--- src/hw/rtl/motsup_pkg.sv ---
// Package: shared types, codes and reset values for the lock motor supervisor.
`timescale 1ns / 1ps

package motsup_pkg;

	// Input beat kinds
	localparam logic [1:0] KIND_TICK     = 2'd0;
	localparam logic [1:0] KIND_LOCK_ON  = 2'd1;
	localparam logic [1:0] KIND_LOCK_OFF = 2'd2;
	localparam logic [1:0] KIND_STOP     = 2'd3;

	// Limit switch positions
	localparam logic [1:0] POS_TOP    = 2'd0;
	localparam logic [1:0] POS_BOTTOM = 2'd2;

	// Motor drive codes
	localparam logic [1:0] DIR_OFF  = 2'd0;
	localparam logic [1:0] DIR_UP   = 2'd1;
	localparam logic [1:0] DIR_DOWN = 2'd2;

	// Configuration register indexes
	localparam logic [1:0] REG_UP_STOP_CURRENT   = 2'd0;
	localparam logic [1:0] REG_DOWN_STOP_CURRENT = 2'd1;
	localparam logic [1:0] REG_SAMPLE_PERIOD     = 2'd2;
	localparam logic [1:0] REG_MOVE_TIMEOUT      = 2'd3;

	// Configuration reset values
	localparam logic [15:0] UP_STOP_CURRENT_RST   = 16'd2000;
	localparam logic [15:0] DOWN_STOP_CURRENT_RST = 16'd2000;
	localparam logic [15:0] SAMPLE_PERIOD_RST     = 16'd200;
	localparam logic [15:0] MOVE_TIMEOUT_RST      = 16'd5000;

	typedef struct packed {
		logic [1:0]  kind;
		logic [1:0]  position;
		logic [15:0] current_ma;
	} in_beat_t;

	typedef struct packed {
		logic [1:0] motor_drive;
		logic       sensing_on;
		logic       buzzer_pulse;
		logic       up_fault;
		logic       down_fault;
	} out_beat_t;

	typedef struct packed {
		logic [15:0] up_stop_current;
		logic [15:0] down_stop_current;
		logic [15:0] sample_period_ticks;
		logic [15:0] move_timeout_ticks;
	} cfg_t;

	typedef struct packed {
		logic [1:0]  motor_dir;
		logic        running;
		logic [15:0] sample_count;
		logic [15:0] timeout_count;
		logic        up_fault_flag;
		logic        down_fault_flag;
	} sup_state_t;

endpackage

--- src/hw/rtl/motsup_step.sv ---
// Next-state and result logic for one supervisor beat.
`timescale 1ns / 1ps

module motsup_step (
	input  motsup_pkg::sup_state_t cur,
	input  motsup_pkg::cfg_t       cfg,
	input  motsup_pkg::in_beat_t   beat,
	output motsup_pkg::sup_state_t nxt,
	output motsup_pkg::out_beat_t  res
);
	import motsup_pkg::*;

	logic [15:0] smp_inc;
	logic [15:0] tmo_inc;
	logic        smp_hit;
	logic        tmo_hit;
	logic        buzz;

	// Counter increments and expiry compares (zero period acts as one)
	assign smp_inc = cur.sample_count + 16'd1;
	assign tmo_inc = cur.timeout_count + 16'd1;
	assign smp_hit = (smp_inc >= cfg.sample_period_ticks) || (smp_inc == 16'd0);
	assign tmo_hit = (tmo_inc >= cfg.move_timeout_ticks) || (tmo_inc == 16'd0);

	// Command decode and tick handling
	always_comb begin
		nxt  = cur;
		buzz = 1'b0;
		case (beat.kind)
			KIND_LOCK_ON: begin
				if (beat.position != POS_TOP) begin
					if (!cur.running) begin
						nxt.running       = 1'b1;
						nxt.sample_count  = '0;
						nxt.timeout_count = '0;
					end
					nxt.motor_dir = DIR_UP;
				end
			end
			KIND_LOCK_OFF: begin
				if (beat.position != POS_BOTTOM) begin
					if (!cur.running) begin
						nxt.running       = 1'b1;
						nxt.sample_count  = '0;
						nxt.timeout_count = '0;
					end
					nxt.motor_dir = DIR_DOWN;
				end
			end
			KIND_STOP: begin
				nxt.running       = 1'b0;
				nxt.sample_count  = '0;
				nxt.timeout_count = '0;
				nxt.motor_dir     = DIR_OFF;
			end
			default: begin
				if (cur.running) begin
					nxt.sample_count = smp_inc;
					if (smp_hit) begin
						nxt.sample_count = '0;
						if (cur.motor_dir == DIR_UP &&
						    beat.current_ma >= cfg.up_stop_current) begin
							nxt.up_fault_flag = 1'b1;
							nxt.motor_dir     = DIR_DOWN;
						end else if (cur.motor_dir == DIR_DOWN &&
						             beat.current_ma >= cfg.down_stop_current) begin
							nxt.running         = 1'b0;
							nxt.motor_dir       = DIR_OFF;
							nxt.down_fault_flag = 1'b1;
						end
					end
					// timeout is skipped when the current check already stopped
					if (nxt.running) begin
						nxt.timeout_count = tmo_inc;
						if (tmo_hit) begin
							buzz          = 1'b1;
							nxt.running   = 1'b0;
							nxt.motor_dir = DIR_OFF;
						end
					end
					if (!nxt.running) begin
						nxt.sample_count  = '0;
						nxt.timeout_count = '0;
					end
				end
			end
		endcase
	end

	// Result beat from the updated state
	assign res.motor_drive  = nxt.motor_dir;
	assign res.sensing_on   = nxt.running;
	assign res.buzzer_pulse = buzz;
	assign res.up_fault     = nxt.up_fault_flag;
	assign res.down_fault   = nxt.down_fault_flag;

endmodule

--- src/hw/rtl/motor_overcurrent_timeout_supervisor_core.sv ---
// Top level: lock motor supervisor with input register, state and result register.
// Path: input register, step logic, then result register driving out_data.
// Throughput: one beat per cycle unless a full result slot stalls on out_ready;
// the single-pass step logic sets this, with state updated every beat.
// Reset (arst_n low, async): motor off, counters and fault flags cleared,
// thresholds and periods back to their defaults, both pipeline slots empty.
`timescale 1ns / 1ps

module motor_overcurrent_timeout_supervisor_core (
	input  logic                  clk,
	input  logic                  arst_n,
	input  logic                  in_valid,
	output logic                  in_ready,
	input  motsup_pkg::in_beat_t  in_data,
	output logic                  out_valid,
	input  logic                  out_ready,
	output motsup_pkg::out_beat_t out_data,
	input  logic                  cfg_wr_en,
	input  logic [1:0]            cfg_addr,
	input  logic [15:0]           cfg_wdata
);
	import motsup_pkg::*;

	cfg_t       cfg_q;
	sup_state_t state_q;
	sup_state_t state_nxt;
	in_beat_t   beat_s1;
	logic       valid_s1;
	out_beat_t  res_nxt;
	out_beat_t  res_q;
	logic       res_valid_q;
	logic       adv_s1;

	// Handshake: stage 1 moves when the result slot is free or being drained
	assign adv_s1   = valid_s1 && (!res_valid_q || out_ready);
	assign in_ready = !valid_s1 || adv_s1;

	// Configuration registers
	always_ff @(posedge clk or negedge arst_n) begin
		if (!arst_n) begin
			cfg_q.up_stop_current     <= UP_STOP_CURRENT_RST;
			cfg_q.down_stop_current   <= DOWN_STOP_CURRENT_RST;
			cfg_q.sample_period_ticks <= SAMPLE_PERIOD_RST;
			cfg_q.move_timeout_ticks  <= MOVE_TIMEOUT_RST;
		end else if (cfg_wr_en) begin
			unique case (cfg_addr)
				REG_UP_STOP_CURRENT:   cfg_q.up_stop_current     <= cfg_wdata;
				REG_DOWN_STOP_CURRENT: cfg_q.down_stop_current   <= cfg_wdata;
				REG_SAMPLE_PERIOD:     cfg_q.sample_period_ticks <= cfg_wdata;
				REG_MOVE_TIMEOUT:      cfg_q.move_timeout_ticks  <= cfg_wdata;
				default: ;
			endcase
		end
	end

	// Input register valid
	always_ff @(posedge clk or negedge arst_n) begin
		if (!arst_n) begin
			valid_s1 <= 1'b0;
		end else if (in_ready) begin
			valid_s1 <= in_valid;
		end
	end

	// Input register payload
	always_ff @(posedge clk) begin
		if (in_valid && in_ready) begin
			beat_s1 <= in_data;
		end
	end

	// Per-beat step logic
	motsup_step u_step (
		.cur  (state_q),
		.cfg  (cfg_q),
		.beat (beat_s1),
		.nxt  (state_nxt),
		.res  (res_nxt)
	);

	// Supervisor state
	always_ff @(posedge clk or negedge arst_n) begin
		if (!arst_n) begin
			state_q.motor_dir       <= DIR_OFF;
			state_q.running         <= 1'b0;
			state_q.sample_count    <= '0;
			state_q.timeout_count   <= '0;
			state_q.up_fault_flag   <= 1'b0;
			state_q.down_fault_flag <= 1'b0;
		end else if (adv_s1) begin
			state_q <= state_nxt;
		end
	end

	// Result register valid
	always_ff @(posedge clk or negedge arst_n) begin
		if (!arst_n) begin
			res_valid_q <= 1'b0;
		end else if (adv_s1) begin
			res_valid_q <= 1'b1;
		end else if (out_ready) begin
			res_valid_q <= 1'b0;
		end
	end

	// Result register payload
	always_ff @(posedge clk) begin
		if (adv_s1) begin
			res_q <= res_nxt;
		end
	end

	assign out_valid = res_valid_q;
	assign out_data  = res_q;

endmodule
--- config.mk ---
export PLATFORM = sky130hd
export DESIGN_NAME = motor_overcurrent_timeout_supervisor_core
export DESIGN_NICKNAME = d
export VERILOG_FILES = /design/src/hw/rtl/motsup_pkg.sv /design/src/hw/rtl/motsup_step.sv /design/src/hw/rtl/motor_overcurrent_timeout_supervisor_core.sv
export SDC_FILE = /design/constraint.sdc
export NUM_CORES = 1
export LEC_CHECK = 0
export ABC_AREA = 1
export BUFFER_PORTS_ARGS = -buffer_cell sky130_fd_sc_hd__buf_2
export CAP_MARGIN = 20
export CORE_MARGIN = 3
export CORE_UTILIZATION = 28
export CTS_CLUSTER_DIAMETER = 150
export DETAILED_ROUTE_END_ITERATION = 10
export GPL_ROUTABILITY_DRIVEN = 0
export SLEW_MARGIN = 15
export SYNTH_ARGS = -nofsm -noshare
export SYNTH_HDL_FRONTEND = slang
export SYNTH_SLANG_ARGS = --single-unit
--- constraint.sdc ---
create_clock -name clk -period 7.45 [get_ports clk]
set_clock_uncertainty 0.1 [all_clocks]
set_input_delay 2.235 -clock clk [delete_from_list [all_inputs] [get_ports clk]]
set_output_delay 2.235 -clock clk [all_outputs]
set_load 0.03 [all_outputs]
==> metrics, run 1 <==
PortBufs=50; Core ar.=27900 um^2; post-DP HPWL=13600 um; max-slew violations=0; final-layout fill cell count=between 2000 and 3000; CTS hold repair buffers=0; Core Rows=just over 60; r2r startpoint=state_q[18]; DR vias/cell=~4.6; Die Y-Extent=174 um; worst slew pin tran=just over 0.8 ns; status=completed; Antenna Nets Post-Route=0; TNS Setup=0 ns; crit end category=primary output; Starting Density=28.5%; fin crit share=67.4%; max-cap viol count=0; Hold Vio Cnt, Final=0; # IOs=51; WL final=19000 um; HP Class=reg -> reg; critical path, cell by cell=buf_2 > inv_1 > nand3_1 > buf_2; WS Path Type=in -> out; PwrDens=317 nW/um^2; Clk pwr share=28.6%; CP Data Arrival Time=2.68 ns; number of flops mapped to enable cells by yosys=26; worst skew pair latency=about 0.43 ns; yosys warns=0; critical path's largest stage delay=about 0.2 ns; initial antenna violation count=0; Num CTS Buffers=17; CTS tree=built; Die ar.=30400 um^2; multiplexer share of the synthesized area=0%; Critical Path RT=between 5 and 6 ns; compound-gate portion of the synthesized area=13.8%; Flop pwr share=36.0%; DRT iter0 DRCs=400; Mapped Cells=roughly 1000; largest family of logic cells by synthesized area=simple AND/OR/NAND/NOR gates; critical path's top delay family=buffers and inverters; Slew HR=45.1%; First-pass DRT Iterations=5; post-synthesis register bit count=129; post-layout util=33.0%; Inst Count DP=1408; root buf cell=clkbuf_16; largest net degree at the start of global routing=62; Adder-Cell Fraction of Synth Area=about 11%; Startpoint Class=input port; synthesized cell area=just under 8000 um^2; first-pass GRT wire length=32000 um; total congestion overflow=0; Mean Syn Cell Area=7.88 um^2; P_int=1.75 mW; DRC Markers=0; sequential element share of the synthesized area=42.6%; largest buffer count on any clock path=2; Comb power frac=35.5%; setup ws final=between 2 and 2.5 ns; Final Setup Violations=0; switching part of the total=40.0%; predominant post-synthesis flop cell=dfrtp_1; Final #Nets=roughly 1200; crit path from=out_ready; vias in the first global route=around 6300; diode count=0; worst vdd ir=0.000193 V; Synth cell types=38; Leakage=~4.4 nW; Syn Nets=about 1100; die width=174 um; fraction of layout cells with a size suffix above 1=12.2%; ys async rst share=79.8%; P&R area growth vs syn=15.9%; simple-gate share of the synthesized area=22.3%; Max Fclk=199 MHz; post-cts sizing count=0; Critical Path Fanout Max=3; clk sinks=129; post-place setup slack=about 2.3 ns; switching power=1.17 mW; fin cells=1445; RSZ-0062 raised after global routing=no; postcts setup bufs=0; Reg clk slew, reported paths=about 0.06 ns; Total GRT Usage=12.9%; cell mode on critical path=buf_2; min cycle time layout=5.02 ns; Vias=6637; Wirelength per Cell=13.1 um; Bufs and invs on worst path=3; H-tree depth=4; HP Start=state_q[1]; critical-path cell with the highest stage delay=buf_2; Post-Synth XOR/XNOR Area=0.331%
-- cells by family (layout without fill, tap and decap cells) --
group           after synthesis  after routing
compound gates              200            200
xor+xnor                      3              3
fa+ha+maj                    72             72
buf+inv                     195            254
flops                       129            129
simple gates                409            409
-- sequential cells by signal (all words and copies together), names as in the netlist --
name and flops:
state_q 37, beat_s1 20, cfg_q 64, out_valid 1
valid_s1 1, out_data 6
-- worst min-delay path, delay by kind of cell (launching register included) --
kind | cells | cell delay (ns)
AOI/OAI and AO/OA | 1 | 0.05
buffers and inverters | 1 | 0.04
DFF | 1 | 0.32
-- cells in the final DEF, fill, tap and decap left out, drive strengths merged, types with 18 or more instances in the layout --
master    n
a21oi    70
inv     167
a31oi    26
buf      58
dfstp    20
clkbuf   18
o21ai    85
dfrtp    83
nand3    68
ha       72
nand2   229
edfxtp   26
nor2     86
-- per-layer routing --
layer / vias to the layer above / share of wire [%] / global-route usage [%]
li1: 3400 / - / -
met1: 3076 / 47 / 17.2
met2: 133 / 47 / 21.1
met3: 28 / 3.7 / 2.56
met4: 0 / 2.1 / 4.39
met5: - / 0 / 0
-- metrics by stage --
step           instance area [um^2]  total power, mW  hold WS [ns]
6_report                       9200             2.92         0.350
3_5_place_dp                   8540             2.08         0.345
4_1_cts                        9120             2.93         0.359
3_3_place_gp                   8540             2.05         0.338
5_1_grt                        9200             3.17         0.365
2_1_floorplan                  7940             1.82         0.321
-- synthesized netlist by cell type (2+ instances only) --
| master | count | area, um^2 |
|---|---|---|
| nand2_1 | 221 | 830 |
| inv_1 | 160 | 601 |
| dfrtp_1 | 83 | 2080 |
| nor2_1 | 80 | 300 |
| o21ai_0 | 79 | 395 |
| ha_1 | 72 | 901 |
| a21oi_1 | 70 | 350 |
| nand3_1 | 67 | 335 |
| a31oi_1 | 26 | 163 |
| edfxtp_1 | 26 | 781 |
| clkbuf_1 | 22 | 82.6 |
| dfstp_2 | 20 | 526 |
| nand4_1 | 14 | 87.6 |
| nand2_2 | 6 | 37.5 |
| nor3_1 | 6 | 30.0 |
| o21bai_1 | 6 | 45.0 |
| o22ai_1 | 6 | 37.5 |
| o21a_1 | 5 | 37.5 |
| buf_2 | 4 | 20.0 |
| o21ai_1 | 4 | 20.0 |
| buf_6 | 3 | 33.8 |
| nor2_2 | 3 | 18.8 |
| nor2_4 | 3 | 33.8 |
| buf_4 | 2 | 15.0 |
| clkinv_1 | 2 | 7.51 |
| inv_2 | 2 | 7.51 |
| nand2_4 | 2 | 22.5 |
| nor4_1 | 2 | 12.5 |
| o21ai_2 | 2 | 17.5 |
| xor2_1 | 2 | 17.5 |
-- power by group through the flow --
stage,clock (mW),combinational [mW],sequential (mW)
5_1_grt,0.880,1.21,1.08
2_1_floorplan,0,0.803,1.01
4_1_cts,0.848,1.03,1.05
3_3_place_gp,0,0.999,1.05
3_5_place_dp,0,1.02,1.06
6_report,0.832,1.03,1.05
-- final cells by class --
| cell class | count | area [um^2] | share of cell area [%] |
|---|---|---|---|
| inverter | 164 | 616 | 6.69 |
| sequential | 129 | 3380 | 36.8 |
| clock buffer | 18 | 429 | 4.67 |
| clock inverter | 14 | 156 | 1.70 |
| multi-input combinational | 684 | 3790 | 41.2 |
| timing repair buffer | 58 | 352 | 3.82 |
| tap | 378 | 473 | 5.14 |
-- final timing paths --
kind | endpoint | slack [ns] | depth (start not counted)
worst max register to register | out_data[4] | 3.43 | 21
max in group asynchronous | cfg_q[58] | 4.36 | 2
worst max-delay path | in_ready | 2.43 | 4
min in group asynchronous | cfg_q[61] | 1.82 | 1
worst min register to register | state_q[1] | 0.35 | 2
worst min-delay path | state_q[1] | 0.35 | 2
(Power assumes the default switching activity.)
==> run 2: changes to the inputs <==
==> constraint.sdc (replaced) <==
create_clock -name clk -period 5 [get_ports clk]
set_clock_uncertainty 0.1 [all_clocks]
set_input_delay 1.5 -clock clk [delete_from_list [all_inputs] [get_ports clk]]
set_output_delay 1.5 -clock clk [all_outputs]
set_load 0.03 [all_outputs]
==> run 2 against run 1 <==
Register-to-register slack worse by 2.3 ns. Global-route usage barely moved. Count of clock-buffer cells in the layout is 6 higher. Power up 48%. Clock power grew 44%. Critical path depth is 12 higher. First-iteration DRC count grew 25%. Worst setup slack worse by 1.3 ns. Critical path type is now reg -> reg.
==> metrics, run 2 (synthesized netlist as in run 1, its figures left out) <==
Metal-1 WL=8940 um; Die Y-Extent=~170 um; cell mode on critical path=nand2_1; Hold Vio Cnt, Final=0; largest net degree at the start of global routing=73; P&R area growth vs syn=15.5%; Max Fclk=259 MHz; Wirelength per Cell=approximately 13 um; fin crit share=77.2%; status=completed; worst vdd ir=approximately 0.00024 V; CTS hold repair buffers=0; first-pass GRT wire length=between 30000 and 40000 um; die width=174 um; Die ar.=30400 um^2; Core ar.=27900 um^2; fraction of layout cells with a size suffix above 1=12.1%; total congestion overflow=0; Final Setup Violations=0; Slew HR=37.0%; Critical Path RT=5.10 ns; fin cells=roughly 1400; H-tree depth=4; WL final=18800 um; Biggest register=cfg_q; vias in the first global route=around 6600; crit end category=flip-flop; post-cts sizing count=0; Inst Count DP=1411; TNS Setup=0 ns; commonest non-fill, non-tap cells in the layout=221 x nand2_1, 160 x inv_1, 83 x dfrtp_1; max-slew violations=0; Leakage=4.45 nW; Reg clk slew, reported paths=0.05 ns; Vias=6672; DRT iter0 DRCs=498; Final #Nets=1170; First-pass DRT Iterations=5; biggest regs=cfg_q (64), state_q (37), beat_s1 (20); Detail Route met3 WL=703 um; Core Rows=around 60; CTS tree=built; diode count=0; DR vias/cell=~4.6; Bufs and invs on worst path=0; Num CTS Buffers=17; critical-path cell with the highest stage delay=nor2_1; DRC Markers=0; WS Path Type=reg -> reg; CP Data Arrival Time=3.96 ns; root buf cell=clkbuf_16; max reg flops=64; critical path, cell by cell=ha_1 > nand2_2 > nor2_2 > nand3b_2 > o21ai_2 > nand2_2 > ha_1 > nand2_1 > o21ai_0 > a21oi_1 > nand2_1 > nor2_1 > nand2_4 > nand2_4 > nand2_1 > nor4_1; PwrDens=470 nW/um^2; Startpoint Class=flip-flop; Critical Path Fanout Max=30; setup ws final=1.14 ns; max-cap viol count=0; postcts setup bufs=0; worst slew pin tran=0.944 ns; initial antenna violation count=0; Starting Density=between 20% and 30%; HP Class=reg -> reg; RSZ-0062 raised after global routing=no; Antenna Nets Post-Route=0; critical path's top delay family=simple AND/OR/NAND/NOR gates; # IOs=slightly above 50; PortBufs=50; Total GRT Usage=approximately 13%; final-layout fill cell count=2950; commonest non-fill, non-tap cell in the layout=nand2_1; critical path's largest stage delay=0.50 ns; largest buffer count on any clock path=2; detailed route wirelength on metal2=just under 9000 um; clk sinks=129; worst skew pair latency=0.42 ns; top sig layer=met4; min cycle time layout=around 3.9 ns; final hold slack=between 0.3 and 0.4 ns; post-DP HPWL=roughly 14000 um; post-place setup slack=between 1 and 1.5 ns
## run 2: changes by cell type in the layout (fill, tap and decap cells not counted), moves of 2 or more
| cell | before | now |
|---|---|---|
| clkinv_2 | 0 | 3 |
| inv_6 | 4 | 0 |
| clkbuf_16 | 17 | 19 |
| clkbuf_1 | 1 | 5 |
| clkinvlp_4 | 5 | 2 |
| buf_4 | 4 | 7 |
## run 2: path summary, 6_finish.rpt
| path | start | to | slack (ns) | cells past startpoint |
|---|---|---|---|---|
| worst max-delay path | state_q[18] | out_data[2] | 1.14 | 16 |
| worst min-delay path | state_q[1] | state_q[1] | 0.37 | 2 |
| worst max register to register | state_q[18] | out_data[2] | 1.14 | 16 |
| worst min register to register | state_q[1] | state_q[1] | 0.37 | 2 |
| max in group asynchronous | arst_n | cfg_q[57] | 2.83 | 2 |
| min in group asynchronous | arst_n | cfg_q[45] | 1.11 | 1 |
## run 2: worst reg2reg max path: stages (launching register included)
cell      delay, ns
dfrtp_1        0.46
ha_1           0.25
nand2_2        0.09
nor2_2         0.22
nand3b_2       0.13
o21ai_2        0.16
nand2_2        0.08
ha_1           0.27
nand2_1        0.07
o21ai_0        0.09
a21oi_1        0.13
nand2_1        0.07
nor2_1         0.50
nand2_4        0.24
nand2_4        0.35
nand2_1        0.16
nor4_1         0.28
## run 2: per-stage QoR
| step | area [um^2] | power (mW) | util (%) |
|---|---|---|---|
| final | 9170 | 4.31 | 32.9 |
| after global routing | 9170 | 4.69 | 32.9 |
| after CTS | 9130 | 4.34 | 32.8 |
| after detailed placement | 8560 | 3.12 | 30.7 |
| after global placement | 8560 | 3.08 | 30.7 |
| after floorplan | 7940 | 2.70 | - |
## run 2: report_power, final
group | switching (mW) | internal (mW) | total (mW)
combinational | 0.998 | 0.546 | 1.54
clock | 0.455 | 0.741 | 1.20
sequential | 0.251 | 1.32 | 1.57
## run 2: routing by layer
layer	vias up	GRT usage, %
met4	0	4.59
met5	-	0
li1	3398	-
met2	141	21.7
met1	3103	16.9
met3	30	2.16
## run 2: layout make-up
cell class	count	area (um^2)	share of cell area [%]
clock buffer	24	494	5.39
clock inverter	8	77.6	0.846
inverter	164	616	6.71
multi-input combinational	684	3790	41.4
sequential	129	3380	36.9
tap	378	473	5.16
timing repair buffer	59	335	3.66
